[config.mk]
export PLATFORM = sky130hd
export DESIGN_NAME = r3fs_feed
export DESIGN_NICKNAME = d
export VERILOG_FILES = /design/src/design/r3fs_pkg.sv /design/src/design/r3fs_feed.sv
export SDC_FILE = /design/constraint.sdc
export NUM_CORES = 1
export LEC_CHECK = 0
export BUFFER_PORTS_ARGS = -buffer_cell sky130_fd_sc_hd__buf_2
export CORE_MARGIN = 2
export CORE_UTILIZATION = 35
export DETAILED_ROUTE_END_ITERATION = 10
export GPL_ROUTABILITY_DRIVEN = 0
export GPL_TIMING_DRIVEN = 0
export PLACE_DENSITY_LB_ADDON = 0.3
export SLEW_MARGIN = 10
export SYNTH_ARGS = -nofsm -noshare
export SYNTH_HDL_FRONTEND = slang
export SYNTH_SLANG_ARGS = --single-unit
export TNS_END_PERCENT = 20
[constraint.sdc]
create_clock -name vclk -period 5.87
set_input_delay 0 -clock vclk [all_inputs]
set_output_delay 0 -clock vclk [all_outputs]
set_load 0.02 [all_outputs]
[src/design/r3fs_pkg.sv]
package r3fs_pkg;

  localparam int RING_DEPTH_DEF = 2048;

  localparam int CNT_W  = 32;
  localparam int TYPE_W = 12;
  localparam int LEN_W  = 10;
  localparam int POS_W  = 11;
  localparam int CRC_W  = 24;

  localparam logic [7:0]  SYNC_BYTE   = 8'hD3;
  localparam logic [7:0]  RSV_MASK    = 8'hFC;
  localparam logic [7:0]  LEN_HI_MASK = 8'h03;
  localparam logic [24:0] CRC_POLY    = 25'h1864CFB;

  typedef logic [2:0] ev_t;
  localparam ev_t EV_NONE     = 3'd0;
  localparam ev_t EV_DROP     = 3'd1;
  localparam ev_t EV_FAIL_RSV = 3'd2;
  localparam ev_t EV_FAIL_CRC = 3'd3;
  localparam ev_t EV_ACCEPT   = 3'd4;

  // candidate frame, starting at the oldest held byte
  typedef struct packed {
    logic [POS_W-1:0] pos;      // bytes of the candidate fed so far
    logic [LEN_W-1:0] len;
    logic [1:0]       len_hi;
    logic             rsv_bad;
    logic [CRC_W-1:0] crc;
    logic             bad;      // trailer mismatch seen
    logic [7:0]       pl0;
    logic [3:0]       pl1_hi;
  } cand_t;

  typedef struct packed {
    ev_t               ev;
    cand_t             nxt;
    logic [TYPE_W-1:0] msg_type;
    logic              type_ok;
    logic [LEN_W-1:0]  length;
  } feed_res_t;

  function automatic logic [CRC_W-1:0] crc24q_byte(input logic [CRC_W-1:0] crc,
                                                   input logic [7:0] d);
    logic [24:0] c;
    c = {1'b0, crc ^ {d, 16'h0000}};
    for (int i = 0; i < 8; i++) begin
      c = {c[23:0], 1'b0};
      if (c[24]) begin
        c = c ^ CRC_POLY;
      end
    end
    return c[CRC_W-1:0];
  endfunction

  function automatic logic [CNT_W-1:0] sat_inc(input logic [CNT_W-1:0] c);
    return (c == '1) ? c : c + CNT_W'(1);
  endfunction

endpackage

[src/design/r3fs_feed.sv]
module r3fs_feed (
  input  logic [7:0]         d,
  input  r3fs_pkg::cand_t    cand,
  output r3fs_pkg::feed_res_t res
);

  logic [r3fs_pkg::POS_W-1:0] lim;
  logic [r3fs_pkg::POS_W-1:0] tsel;
  logic [7:0]                 exp_byte;
  logic [7:0]                 hi_bits;
  logic                       bad_n;

  // first trailer byte sits at len+3
  assign lim     = {1'b0, cand.len} + r3fs_pkg::POS_W'(3);
  assign tsel    = cand.pos - lim;
  assign hi_bits = d & r3fs_pkg::LEN_HI_MASK;

  always_comb begin
    case (tsel[1:0])
      2'd0:    exp_byte = cand.crc[23:16];
      2'd1:    exp_byte = cand.crc[15:8];
      default: exp_byte = cand.crc[7:0];
    endcase
  end

  assign bad_n = cand.bad | (d != exp_byte);

  always_comb begin
    res          = '0;
    res.ev       = r3fs_pkg::EV_NONE;
    res.nxt      = cand;
    res.type_ok  = (cand.len >= r3fs_pkg::LEN_W'(2));
    res.msg_type = res.type_ok ? {cand.pl0, cand.pl1_hi} : '0;
    res.length   = cand.len;

    if (cand.pos == '0) begin
      if (d == r3fs_pkg::SYNC_BYTE) begin
        res.nxt.pos = r3fs_pkg::POS_W'(1);
        res.nxt.crc = r3fs_pkg::crc24q_byte('0, d);
        res.nxt.bad = 1'b0;
      end else begin
        res.ev = r3fs_pkg::EV_DROP;
      end
    end else if (cand.pos == r3fs_pkg::POS_W'(1)) begin
      res.nxt.len_hi  = hi_bits[1:0];
      res.nxt.rsv_bad = (d & r3fs_pkg::RSV_MASK) != 8'h00;
      res.nxt.crc     = r3fs_pkg::crc24q_byte(cand.crc, d);
      res.nxt.pos     = r3fs_pkg::POS_W'(2);
    end else if (cand.pos == r3fs_pkg::POS_W'(2)) begin
      // reserved bits are judged only once three bytes are held
      if (cand.rsv_bad) begin
        res.ev = r3fs_pkg::EV_FAIL_RSV;
      end else begin
        res.nxt.len = {cand.len_hi, d};
        res.nxt.crc = r3fs_pkg::crc24q_byte(cand.crc, d);
        res.nxt.pos = r3fs_pkg::POS_W'(3);
      end
    end else if (cand.pos < lim) begin
      res.nxt.crc = r3fs_pkg::crc24q_byte(cand.crc, d);
      if (cand.pos == r3fs_pkg::POS_W'(3)) begin
        res.nxt.pl0 = d;
      end
      if (cand.pos == r3fs_pkg::POS_W'(4)) begin
        res.nxt.pl1_hi = d[7:4];
      end
      res.nxt.pos = cand.pos + r3fs_pkg::POS_W'(1);
    end else begin
      res.nxt.bad = bad_n;
      res.nxt.pos = cand.pos + r3fs_pkg::POS_W'(1);
      if (cand.pos == lim + r3fs_pkg::POS_W'(2)) begin
        res.ev = bad_n ? r3fs_pkg::EV_FAIL_CRC : r3fs_pkg::EV_ACCEPT;
      end
    end

    if (res.ev != r3fs_pkg::EV_NONE) begin
      res.nxt.pos = '0;
    end
  end

endmodule

==> metrics <==
Die X 102 um; cell count after synthesis 462; beginning of the worst hold path cand[46]; Max rail drop VDD 0.0000870 V; Remaining Overflow, GRT 0; hold-fix buffers at CTS 0; headroom to the max-slew limit 21.1%; routed len/inst 16.4 um; setup TNS 0 ns; RSZ-0062 raised after global routing no; area growth from synthesis to layout 26.7%; status complete, no violations; Highest Clock Rate 256 MHz; leading area contributor after synthesis xnor2_1; CP peak stage delay 0.40 ns; Min Clock Period, post-route 3.91 ns; maxcap violations 0; post-synthesis sequential area ratio 0%; initial drt markers 172; antenna violations before repair 0; ratio of cells with drive above 1 in the final layout 33.6%; largest net degree at the start of global routing 11; P_leak 0.00190 uW; Final Hold Fails 0; Slew Viols, Final 0; Worst setup EP type output port; Hold Path Depth 2; DR vias 3955; crit share post-route 66.6%; CP top delay family compound AO/OA/AOI/OAI gates; die area 0.0104 mm^2; crit-path cells buf_2 > buf_2 > inv_1 > ha_1 > buf_2 > nand3b_1 > nor3_1 > xnor2_1 > ha_1 > a21o_1 > a21o_1 > a21oi_1 > a31o_2 > and2_1 > clkbuf_1 > nor3_1 > a21oi_1 > buf_2; Mean Syn Cell Area 7.24 um^2; post-synth top area share 17.0%; post-route ant nets 0; crit start category input port; global-route wire length before repair 18.5 mm; Final Util 45.8%; Initial Utilization 36.2%; DIE HEIGHT 102 um; Power Density 146 mW/mm^2; Std-Cell Rows 35; port buffer count 146; WHS Endpoint res[6]; post-route DRC violation count 0; Via density 5.37; vias in the first global route 3746; Ant. Diodes 0; total track usage 22.0%; count leader, synth xnor2_1; First-pass DRT Iterations 4; Syn Nets 551; highest net fanout along the worst path 10; Slowest cell on crit path clkbuf_1; Final HPWL DP 10.2 mm; Post-CTS Resized 0; Worst Hold Class in -> out; most frequent cells after synthesis xnor2_1 (65), nand2_1 (40), xor2_1 (35), nor2_1 (31), o21ai_0 (23); CP bufs+invs 6; Worst Tran Pin Value 1.18 ns; Clock buffer cells 0; Synth Warn # 0; Crit Path Class in -> out; Top cell by count, worst path buf_2; register area 0 um^2; Post-Route WL 12.1 mm; Synth cell types 64; core area 0.00924 mm^2; Synth area leaders xnor2_1 (17%), xor2_1 (9.2%), ha_1 (7.5%); nets@finish 699; buffer count from post-CTS setup fixing 0; IO Pins 156; Post-Syn Area 0.00334 mm^2; final setup fails 0; seq_cells 0; Fillers 972; CP arrival 3.91 ns; WP data required 5.87 ns
## through the flow
stage	setup WS [ns]	instance area [um^2]	total power, uW	instances	hold slack, ns
6_report	1.96	4240	620	737	0.218
5_1_grt	1.70	4240	663	737	0.220
4_1_cts	1.99	4240	616	737	0.219
3_5_place_dp	2.00	4240	613	737	0.218
3_3_place_gp	2.05	4240	604	737	0.219
2_1_floorplan	2.63	3340	447	462	0.113
## layout make-up
cell class	count	area [um^2]	share of cell area [%]
multi-input combinational	408	3090	72.9
inverter	17	63.8	1.51
tap	129	161	3.81
buffer	37	194	4.58
timing repair buffer	146	731	17.3
## kinds of logic after synthesis
logic type | count (synthesis) | synth area share (%)
XOR/XNOR | 106 | 29.7
AO/OA/AOI/OAI | 88 | 19.5
multiplexers | 30 | 9.81
AND/OR/NAND/NOR | 164 | 25.8
adder cells (fa/ha/maj) | 20 | 7.49
buffers and inverters | 54 | 7.71
## placed cells by master (no fill, tap or decap), types with 3 or more instances in the layout
cell type,count
nor2_1,31
clkbuf_1,14
o221a_2,3
buf_4,11
xnor2_2,3
or4_1,5
o21ai_0,23
nor3_1,12
a21oi_1,13
mux2i_1,8
and2_1,15
nand2_1,40
a211oi_1,3
buf_2,157
nand4_1,10
o31a_1,3
a31oi_1,7
xor2_1,35
inv_1,17
nand3_1,18
ha_1,20
mux2_2,22
o211ai_1,5
nor2b_1,3
xnor3_1,3
xnor2_1,65
nor4_1,7
or3b_1,3
a21o_1,4
nand2b_1,3
## where the power goes
part	internal (uW)	total, uW	switching (uW)
registers	0	0	0
clock network	0	0	0
logic	257	620	363
## worst max path at each step
stage,startpoint,cells past startpoint,to
floorplan,cand[40],15,res[39]
global placement,cand[41],18,res[48]
detailed placement,cand[41],18,res[48]
CTS,cand[41],18,res[48]
global route,cand[41],18,res[48]
finish,cand[41],18,res[48]
## metal layers
metal | track usage (%) | vias up | part of all wire (%)
met5 | 0 | - | 0
met4 | 3.01 | 0 | 1.0
met3 | 0.759 | 10 | 5.4
met2 | 37.8 | 165 | 47
met1 | 31.2 | 1839 | 46
li1 | - | 1941 | -
Power figures use the tool's default switching activity.
